$ cat src/hw/rtl/spbc_pkg.sv
package spbc_pkg;

  // Kind of an input item, carried in s_axis_tuser.
  typedef enum logic {
    OP_WRITE = 1'b0,
    OP_ARC   = 1'b1
  } op_e;

  // Classification of one arc, carried in m_axis_tuser.
  typedef enum logic [1:0] {
    ST_SKIP     = 2'd0,
    ST_NO_CROSS = 2'd1,
    ST_CROSS    = 2'd2,
    ST_VERTEX   = 2'd3
  } status_e;

  // Comparisons against the first and the last plane in use, gathered on the way
  // through the cell row.
  typedef struct packed {
    logic d_gt_first;
    logic d_eq_first;
    logic o_lt_last;
    logic o_eq_last;
  } bound_flags_t;

  localparam int unsigned HEIGHT_W   = 32;
  localparam int unsigned ARC_W      = 24;
  localparam int unsigned STATUS_W   = 2;
  localparam int unsigned APB_DATA_W = 32;
  localparam int unsigned APB_ADDR_W = 3;

  // Register index, decoded from paddr[2].
  localparam logic REG_PLANE_COUNT = 1'b0;

endpackage

$ cat src/hw/rtl/spbc_cell.sv
module spbc_cell #(
  parameter int unsigned CELL_IDX = 0,
  parameter int unsigned IDX_W    = 8,
  parameter int unsigned CNT_W    = 9
) (
  input  logic                                    clk_i,
  input  logic                                    rst_ni,
  input  logic                                    en_i,
  input  logic [IDX_W-1:0]                        last_idx_i,
  input  logic                                    valid_i,
  input  spbc_pkg::op_e                           op_i,
  input  logic [IDX_W-1:0]                        idx_i,
  input  logic signed [spbc_pkg::HEIGHT_W-1:0]    a_i,
  input  logic signed [spbc_pkg::HEIGHT_W-1:0]    d_i,
  input  logic [spbc_pkg::ARC_W-1:0]              arc_i,
  input  logic [CNT_W-1:0]                        cnt_i,
  input  spbc_pkg::bound_flags_t                  flags_i,
  output logic                                    valid_o,
  output spbc_pkg::op_e                           op_o,
  output logic [IDX_W-1:0]                        idx_o,
  output logic signed [spbc_pkg::HEIGHT_W-1:0]    a_o,
  output logic signed [spbc_pkg::HEIGHT_W-1:0]    d_o,
  output logic [spbc_pkg::ARC_W-1:0]              arc_o,
  output logic [CNT_W-1:0]                        cnt_o,
  output spbc_pkg::bound_flags_t                  flags_o
);

  localparam logic [IDX_W-1:0] MY_IDX = IDX_W'(CELL_IDX);

  logic signed [spbc_pkg::HEIGHT_W-1:0] plane_q;
  logic                                 valid_q;
  spbc_pkg::op_e                        op_q;
  logic [IDX_W-1:0]                     idx_q;
  logic signed [spbc_pkg::HEIGHT_W-1:0] a_q;
  logic signed [spbc_pkg::HEIGHT_W-1:0] d_q;
  logic [spbc_pkg::ARC_W-1:0]           arc_q;
  logic [CNT_W-1:0]                     cnt_d, cnt_q;
  spbc_pkg::bound_flags_t               flags_d, flags_q;
  logic                                 is_arc;
  logic                                 is_my_write;
  logic                                 in_use;
  logic                                 below;

  assign is_arc      = valid_i && (op_i == spbc_pkg::OP_ARC);
  assign is_my_write = valid_i && (op_i == spbc_pkg::OP_WRITE) && (idx_i == MY_IDX);
  assign in_use      = (MY_IDX <= last_idx_i);
  assign below       = (plane_q < a_i);

  // Count this plane if it is in use and lies below the origin, and record the
  // comparisons needed when this is the first or the last plane.
  always_comb begin
    cnt_d   = cnt_i + CNT_W'(is_arc && in_use && below);
    flags_d = flags_i;
    if (MY_IDX == '0) begin
      flags_d.d_gt_first = (d_i > plane_q);
      flags_d.d_eq_first = (d_i == plane_q);
    end
    if (MY_IDX == last_idx_i) begin
      flags_d.o_lt_last = (a_i < plane_q);
      flags_d.o_eq_last = (a_i == plane_q);
    end
  end

  // The plane entry is updated only when a write item passes this cell, so
  // items ahead and behind it see the table in item order.
  always_ff @(posedge clk_i) begin
    if (en_i && is_my_write) begin
      plane_q <= a_i;
    end
  end

  always_ff @(posedge clk_i or negedge rst_ni) begin
    if (!rst_ni) begin
      valid_q <= 1'b0;
    end else if (en_i) begin
      valid_q <= valid_i;
    end
  end

  always_ff @(posedge clk_i) begin
    if (en_i) begin
      op_q    <= op_i;
      idx_q   <= idx_i;
      a_q     <= a_i;
      d_q     <= d_i;
      arc_q   <= arc_i;
      cnt_q   <= cnt_d;
      flags_q <= flags_d;
    end
  end

  assign valid_o = valid_q;
  assign op_o    = op_q;
  assign idx_o   = idx_q;
  assign a_o     = a_q;
  assign d_o     = d_q;
  assign arc_o   = arc_q;
  assign cnt_o   = cnt_q;
  assign flags_o = flags_q;

endmodule

$ cat config.mk
export PLATFORM = sky130hd
export DESIGN_NAME = spbc_cell
export DESIGN_NICKNAME = d
export VERILOG_FILES = /design/src/hw/rtl/spbc_pkg.sv /design/src/hw/rtl/spbc_cell.sv
export SDC_FILE = /design/constraint.sdc
export NUM_CORES = 1
export LEC_CHECK = 0
export BUFFER_PORTS_ARGS = -buffer_cell sky130_fd_sc_hd__buf_2
export CAP_MARGIN = 5
export CORE_MARGIN = 4
export CORE_UTILIZATION = 54
export CTS_BUF_LIST = sky130_fd_sc_hd__clkbuf_8
export DETAILED_ROUTE_END_ITERATION = 16
export PLACE_DENSITY = 0.87
export SKIP_CTS_REPAIR_TIMING = 1
export SLEW_MARGIN = 0
export SYNTH_ARGS = -nofsm -noshare
export SYNTH_HDL_FRONTEND = slang
export SYNTH_SLANG_ARGS = --single-unit
$ cat constraint.sdc
create_clock -name clk_i -period 6 [get_ports clk_i]
set_clock_uncertainty 0.15 [all_clocks]
set_input_delay 0.6 -clock clk_i [delete_from_list [all_inputs] [get_ports clk_i]]
set_output_delay 0.6 -clock clk_i [all_outputs]
set_load 0.02 [all_outputs]
## Word level (Yosys, flattened, before mapping)

Index checks and enable logic that the tools add are counted.
Widths: inputs -> output; s select.

- Bits in registers: 143
- ROM bits: 0
- Logic and storage cells: 29
- Bits in latches: 0
- Memories kept: 0
- Output and inout bits: 111
- Input bits: 122
- Memory bits (writable): 0

- Shift-type cells: 0
- Multipliers: 0
- Equal/unequal tests: 2
- Add/sub/neg operators: 1
- Order comparisons: 4
- Multiplexer cells: 1
- Bitwise logic cells: 1
- Div/mod/pow operators: 0
- Reductions and logical operators: 8

Operator list:

| operator | number |
|---|---|
| $eq 32x32->1 | 2 |
| $lt 32x32->1 | 2 |
| $gt 32x32->1 | 1 |
| $logic_not 8->1 | 2 |
| $add 9x1->9 | 1 |
| $le 1x8->1 const A | 1 |
| $logic_and 1x1->1 | 6 |
| $mux 2 | 1 |
| $not 1->1 | 1 |

## Longest topological paths before layout

Gate-level depths: netlist (run 1).

- Word-level depth: 4
- Depth in mapped cells: 12
- Gate-level depth less buffers: 12

## Worst setup path before layout (run 1)

Ideal clock, no wire load.

- Path kind: input port to flip-flop
- Start point: input port idx_i[0]
- End point: register plane_q[0] (netlist bit) (enable)
- Slack: 1.324 ns
- Buffers on the path: 0
- Library setup time: 0.505 ns
- Required time: 5.345 ns
- Data arrival time: 4.022 ns
- Stages: 3
- Cell sequence: nor4b_1 -> nand2_1 -> nor4_1

- Cells in the longest elaborated chain, start to end: 3

RTL lines:

| what | RTL line | source |
|---|---|---|
| from (decl) | spbc_cell.sv:12 | `input logic [IDX_W-1:0] idx_i,` |
| $logic_not 8->1 | spbc_cell.sv:45 | `assign is_my_write = valid_i && (op_i == spbc_pkg::OP_WRITE) && (idx_i == MY_IDX);` |
| $logic_and 1x1->1 | spbc_cell.sv:45 |  |
| $logic_and 1x1->1 | spbc_cell.sv:67 | `if (en_i && is_my_write) begin` |
| to (signal assigned) | spbc_cell.sv:68 | `plane_q <= a_i;` |
| to (decl) | spbc_cell.sv:30 | `logic signed [spbc_pkg::HEIGHT_W-1:0] plane_q;` |

Every way passes these cells.
A chain may end at the register's enable or synchronous reset.

## Final worst setup path (run 1)

- Start point: register plane_q[14] (netlist bit)
- End point: register cnt_q[8], in the netlist cnt_o[8] (data pin)

- Cells in the longest elaborated chain, start to end: 3

RTL lines:

| what | RTL line | source |
|---|---|---|
| $lt 32x32->1 | spbc_cell.sv:47 | `assign below = (plane_q < a_i);` |
| $logic_and 1x1->1 | spbc_cell.sv:52 | `cnt_d = cnt_i + CNT_W'(is_arc && in_use && below);` |
| $add 9x1->9 | spbc_cell.sv:52 |  |
| net cnt_d[8] | spbc_cell.sv:37 | `logic [CNT_W-1:0] cnt_d, cnt_q;` |
| to (signal assigned) | spbc_cell.sv:87 | `cnt_q <= cnt_d;` |
| to (decl) | spbc_cell.sv:37 |  |

The timed path passes the listed nets, and every way through them passes these cells.

==> results_dict.tcl, run 1 <==
set metrics [dict create \
    holdPathEnd "arc_o[15]" \
    synth_ff_type "edfxtp_1" \
    wl_per_cell_um 17.9 \
    io_buffers 230 \
    yosys.cell_types.count 33 \
    rsz0062_at_grt "false" \
    yosysTopAreaCell "edfxtp_1" \
    clock_latency_ns 0.42 \
    finalCoreUtilization 0.712 \
    numCtsBuffers 17 \
    final_cells 774 \
    setup_tns_ns 0 \
    rows 38 \
    leakage_nw 3.45 \
    wl_met1_um 5150 \
    first_pass_iters 4 \
    grt_max_degree 87 \
    fp.dieH_um 114 \
    met2_length_um 7330 \
    drc 0 \
    grt_overflow 0 \
    wirelength_um 13800 \
    tightest_slew_ns 1.13 \
    dpl.hpwl_um 10800 \
    routed_via_density 5.26 \
    synth.most_common_cell "edfxtp_1" \
    synthTopCellsByCount "edfxtp_1 (142), ha_1 (66), inv_1 (35)" \
    power_mw 2.16 \
    fillerInstances 720 \
    synth_top_cells_by_area "edfxtp_1 (71%), ha_1 (14%), inv_1 (2.2%), a21oi_1 (1.7%), nand4_1 (1.7%)" \
    ant_nets 0 \
    cts.clk_slew.worst_paths_ns 0.08 \
    dieWidth_um 114 \
    wl_met3_um 1060 \
    grt_pass1_wl_um 20900 \
    track_usage 0.212 \
    hold_path_depth 1 \
    grt_pass1_vias 4293 \
    hold_path_class "input port to flip-flop" \
    path_max_fanout 4 \
    synth_cells 369 \
    seq_area_um2 4290 \
    fin_nets 809 \
    r2r_start "plane_q[14]" \
    vias 4069 \
    status "completed" \
    syn-num-nets 557 \
    worstRegToRegCells 12 \
    htreeDepth 4 \
    hold_viol_final 0 \
    cts-root-buf "clkbuf_8" \
    antenna_found_initial 0 \
    crit_required_ns 6.02 \
    syn-cell-area_um2 6010 \
    seq_area_frac_synth 0.714 \
    crit_type "flip-flop to flip-flop" \
    top_layer "met4" \
    finalMaxSlewViolations 0 \
    cap_violations 0 \
    worst_r2r_endpoint "cnt_o[8]" \
    synth_edf_count 142 \
    ys_ff_latch 143 \
    areaGrowthSynthToFinish_pct 28.9 \
    clock_path_buffers 2 \
    synthArstFlopShare 0.00699 \
    power.density_cell_area_nw_per_um2 279 \
    drt-initial-drc-count 204 \
    cp_common_cell "ha_1" \
    reg2reg_slack_ns 2.73 \
    io_pins 233 \
    min_from "arc_i[15]" \
    path_buf_inv 1 \
    arrival_ns 3.28 \
    initial_utilization 0.552 \
    setup_violations 0 \
    syn_area_per_cell_um2 16.3 \
    crit_chain "inv_1 -> ha_1 -> nand4_1 -> nor4_1 -> a21boi_0 -> o31a_1 -> o21a_1 -> o21a_1 -> ha_1 -> ha_1 -> nand4_1 -> xnor2_1" \
    timing.fmax_mhz 306 \
    cp_top_family "compound AO/OA/AOI/OAI gates" \
    synth_warnings 0 \
    die_area_um2 12900 \
    finalCritPeriodShare 0.544 \
    ir_drop_uv 159 \
    period_needed_ns 3.27 \
    slowest_delay_ns 0.43 \
    clock-sinks 143 \
    multiInputGateArea_um2 1600 \
    cp-start-kind "flip-flop" \
    crit_path_end_kind "flip-flop" \
    place.gp.congestion 0.775 \
    numPlacedInstances 741 \
    critPathSlowestCell "nor4_1" \
    diodes 0 \
    drive_above_1_share 0.423 \
    slew-limit-headroom 0.246 \
    synth_top_cell_area_share 0.709 \
    core_um2 10900 \
    cts_tree "built" \
]
==> worst max-delay path by stage <==
stage,from,end,depth (start not counted)
after global routing,plane_q[31],cnt_o[8],11
after detailed placement,a_i[31],cnt_o[8],11
final,plane_q[14],cnt_o[8],12
after CTS,plane_q[31],cnt_o[8],11
after global placement,a_i[31],cnt_o[8],11
after floorplan,idx_i[0],plane_q[0],3
==> report_power, final <==
part | total [mW] | leakage, nW | switching (mW) | internal [mW]
clock | 0.724 | 0.197 | 0.357 | 0.367
sequential | 1.18 | 1.38 | 0.0141 | 1.17
combinational | 0.259 | 1.88 | 0.167 | 0.0923
==> layout make-up <==
type / count / share of cell area
Timing Repair Buffer: 233 / 0.152
Tap cell: 140 / 0.0226
Inverter: 35 / 0.0170
Sequential cell: 143 / 0.554
Clock inverter: 15 / 0.0186
Clock buffer: 17 / 0.0302
Multi-Input combinational cell: 191 / 0.206
==> cell usage in the layout (no fill, tap or decap), types with 2 or more instances in the layout <==
cell and instances:
a21oi_1 21, and3_1 3, o31a_1 2, nand3_1 4, nor3_1 3, clkinvlp_4 2
buf_4 3, a221oi_1 2, edfxtp_1 142, o21ai_0 7, mux2_2 2, clkbuf_8 17
nor4_1 5, clkinv_4 2, o211ai_1 3, a21o_1 7, a211oi_1 2, nor2_1 7
inv_6 2, clkinv_2 6, inv_1 36, ha_1 66, nor4b_1 2, xnor2_1 6
nand4_1 16, nand2_1 16, o21a_1 2, bufinv_16 2, buf_2 229, nor2b_1 4
==> per-stage QoR <==
stage | hold WS, ns | instance area, um^2 | setup WS (ns)
final | 0.201 | 7750 | 2.73
after global routing | 0.159 | 7750 | 2.44
after CTS | -0.239 | 7740 | 2.63
after detailed placement | 0.226 | 7360 | 2.29
after global placement | 0.225 | 7360 | 2.37
after floorplan | 0.154 | 6010 | 1.32
==> logic make-up after synthesis <==
kind of cell               Yosys count  synth area share
AOI/OAI and AO/OA                   53            0.0575
xor gates and xnor gates             7            0.0102
adders and majority gates           66             0.137
buffers and inverters               35            0.0219
DFF                                143             0.714
muxes                                2           0.00375
and+or+nand+nor                     63            0.0558
==> registers in the layout, summed over array words and instances (netlist names) <==
name and cells:
a_o 32, d_o 32, valid_o 1, arc_o 24, flags_o 4, cnt_o 9, idx_o 8, op_o 1
plane_q 32
==> metal layers <==
metal / GRT usage / vias to the layer above
met5: 0 / -
met4: 0.0833 / 0
met3: 0.0536 / 30
met2: 0.382 / 186
met1: 0.241 / 1915
li1: - / 1938
Power figures use the tool's default switching activity.
==> inputs of run 2 (changes only) <==
ABC_AREA = 1   (was unset)
CORE_UTILIZATION = 51   (was 54)
PLACE_DENSITY = 0.83   (was 0.87)
clock period = 3.41 ns   (was 6 ns; I/O delays follow)
==> run 2 against run 1 <==
  * Global-route usage fell by 1.2 points
  * Setup slack got worse by 2.6 ns
  * Area after synthesis is 2.7% higher
  * Sequential share of layout area decreased by 7.3 points
  * Clock-buffer cell count is the same
  * Non-clock buffer count rose by 99
  * Core utilization increased by 5.6 points
  * Die area increased by 8.2%
  * Critical path depth grew 6
  * Combinational power up 120%
  * Sequential cell count is the same
  * Critical endpoint unchanged
  * Largest power group unchanged
  * Highest routed layer unchanged
==> results_dict.tcl, run 2 <==
set metrics [dict create \
    wirelength_um 16800 \
    io_pins 233 \
    routed_via_density 5.01 \
    cap_violations 0 \
    yosysTopAreaCell "edfxtp_1" \
    seq_area_um2 4290 \
    syn_area_per_cell_um2 14.0 \
    mostFrequentLayoutCells "buf_2 (229), edfxtp_1 (142), dlygate4sd3_1 (99), nand2_1 (75), ha_1 (66)" \
    setup_violations 0 \
    track_usage 0.200 \
    io_buffers 230 \
    critPathSlowestCell "dlygate4sd3_1" \
    ir_drop_uv 514 \
    crit_required_ns 3.46 \
    dieWidth_um 118 \
    cts.clk_slew.worst_paths_ns 0.08 \
    clock_latency_ns 0.45 \
    die_area_um2 13900 \
    r2r_start "plane_q[13]" \
    multiInputGateArea_um2 1680 \
    cts_tree "built" \
    synthArstFlopShare 0.00699 \
    crit_type "input port to flip-flop" \
    worstRegToRegCells 15 \
    areaGrowthSynthToFinish_pct 44.4 \
    dpl.hpwl_um 10700 \
    power.density_cell_area_nw_per_um2 443 \
    drc 0 \
    finalInstanceArea_um2 8920 \
    vias 4757 \
    timing.fmax_mhz 306 \
    path_max_fanout 3 \
    synth_top_cell_area_share 0.690 \
    drive_above_1_share 0.338 \
    core_um2 11600 \
    grt_pass1_wl_um 21800 \
    arrival_ns 3.31 \
    crit_chain "dlygate4sd3_1 -> buf_2 -> ha_1 -> a21oi_1 -> nor2_1 -> nor2_1 -> nand2_1 -> nand2_1 -> nand2_1 -> nand2_1 -> nand3_1 -> a21oi_1 -> ha_1 -> ha_1 -> nand3_1 -> nor3b_2 -> nand3_1 -> xnor2_1" \
    finalMaxSlewViolations 0 \
    rows 39 \
    seq_area_frac_synth 0.694 \
    wl_per_cell_um 17.7 \
    grt_pass1_vias 4530 \
    finalCritPeriodShare 0.958 \
    place.gp.congestion 0.849 \
    synth_cells 442 \
    tightest_slew_ns 0.862 \
    syn-cell-area_um2 6180 \
    worst_r2r_endpoint "cnt_o[8]" \
    initial_utilization 0.532 \
    antenna_found_initial 1 \
    synth.most_common_cell "edfxtp_1" \
    grt_overflow 0 \
    layout_commonest_cell "buf_2" \
    status "completed" \
    cts-root-buf "clkbuf_8" \
    endpoint "cnt_o[8]" \
    grt_max_degree 71 \
    ant_nets 0 \
    crit_start "a_i[5]" \
    period_needed_ns 3.27 \
    drt-initial-drc-count 257 \
    synth_top_cells_by_area "edfxtp_1 (69%), ha_1 (13%), nand2_1 (4.6%), inv_1 (3.5%), a21oi_1 (2.3%)" \
    final_cells 949 \
    clock_path_buffers 2 \
    numPlacedInstances 818 \
    yosys.cell_types.count 26 \
    syn-num-nets 630 \
    synth_ff_type "edfxtp_1" \
    fp.dieH_um 118 \
    crit_path_end_kind "flip-flop" \
    fillerInstances 715 \
    cp_common_cell "nand2_1" \
    slowest_delay_ns 0.54 \
    ys_ff_latch 143 \
    synthTopCellsByCount "edfxtp_1 (142), nand2_1 (75), ha_1 (66)" \
    setup_tns_ns 0 \
    clock-sinks 143 \
    numCtsBuffers 17 \
    leakage_nw 4.07 \
    synth_warnings 0 \
    slew-limit-headroom 0.425 \
    htreeDepth 4 \
    fin_nets 981 \
    synth_edf_count 142 \
    finalCoreUtilization 0.768 \
    hold_viol_final 0 \
    placed_cell_area_um2 7550 \
    first_pass_iters 4 \
    hold_path_class "input port to flip-flop" \
    cp-start-kind "input port" \
    fin_hold_ws_ns 0.0414 \
    reg2reg_slack_ns 0.30 \
]
-- run 2: cell types whose count changed in the layout (fill, tap and decap cells not counted), moves of 6 or more --
cell and delta:
inv_1 +21, nand3_1 +7, a21o_1 -6, a21oi_1 +7, nand2_1 +59, nand4_1 -10, dlygate4sd3_1 +98, nor2_1 +13
-- run 2: layout make-up --
cell class | count | share of cell area
clock buffers | 17 | 0.0262
clock inverters | 14 | 0.0161
inverters | 58 | 0.0244
multi-input cells | 241 | 0.189
flip-flops and latches | 143 | 0.481
repair buffers | 332 | 0.243
well taps | 143 | 0.0201
diodes | 1 | 0.000281
-- run 2: cell families (layout without fill, tap and decap cells) --
group | Yosys count | in the layout | share of synthesized area
AO/OA/AOI/OAI | 41 | 41 | 0.0348
XOR/XNOR | 7 | 7 | 0.00993
adder cells (fa/ha/maj) | 66 | 66 | 0.134
buffers and inverters | 58 | 421 | 0.0353
flip-flops | 143 | 143 | 0.694
other | 0 | 1 | 0
AND/OR/NAND/NOR | 127 | 127 | 0.0918
-- run 2: worst min path at each step --
stage	from	endpoint	slack, ns	cells after the start
floorplan	rst_ni	valid_o	-0.10	0
global placement	rst_ni	valid_o	-0.03	1
detailed placement	rst_ni	valid_o	-0.03	1
CTS	rst_ni	valid_o	-0.52	1
global route	en_i	valid_o	0.01	3
finish	cnt_i[8]	cnt_o[8]	0.04	2
-- run 2: report_power, final --
group / switching [mW] / leakage (nW) / internal, mW
clock network: 0.657 / 0.181 / 0.642
registers: 0.0310 / 1.38 / 2.05
logic: 0.329 / 2.51 / 0.237
-- run 2: metrics by stage --
| step | total power, mW | setup slack [ns] |
|---|---|---|
| floorplan | 2.34 | 0.369 |
| global placement | 2.56 | 0.341 |
| detailed placement | 2.58 | 0.333 |
| CTS | 3.85 | 0.394 |
| global route | 4.10 | -0.0843 |
| finish | 3.95 | 0.144 |
-- run 2: layer usage --
metal  vias to the layer above  global-route usage  wire, um  part of all wire
met3                        34              0.0577      1010             0.060
met2                       192               0.356      9390              0.56
met5                         -                   0         0                 0
met1                      2250               0.223      5920              0.35
li1                       2281                   -         -                 -
met4                         0              0.0864       478             0.028
-- run 2: worst max-delay path: cells and delay by family --
kind | cells | cell delay (ns)
compound gates | 2 | 0.36
xor+xnor | 1 | 0.14
simple gates | 10 | 1.11
buf+inv | 2 | 0.68
fa+ha+maj | 3 | 0.67
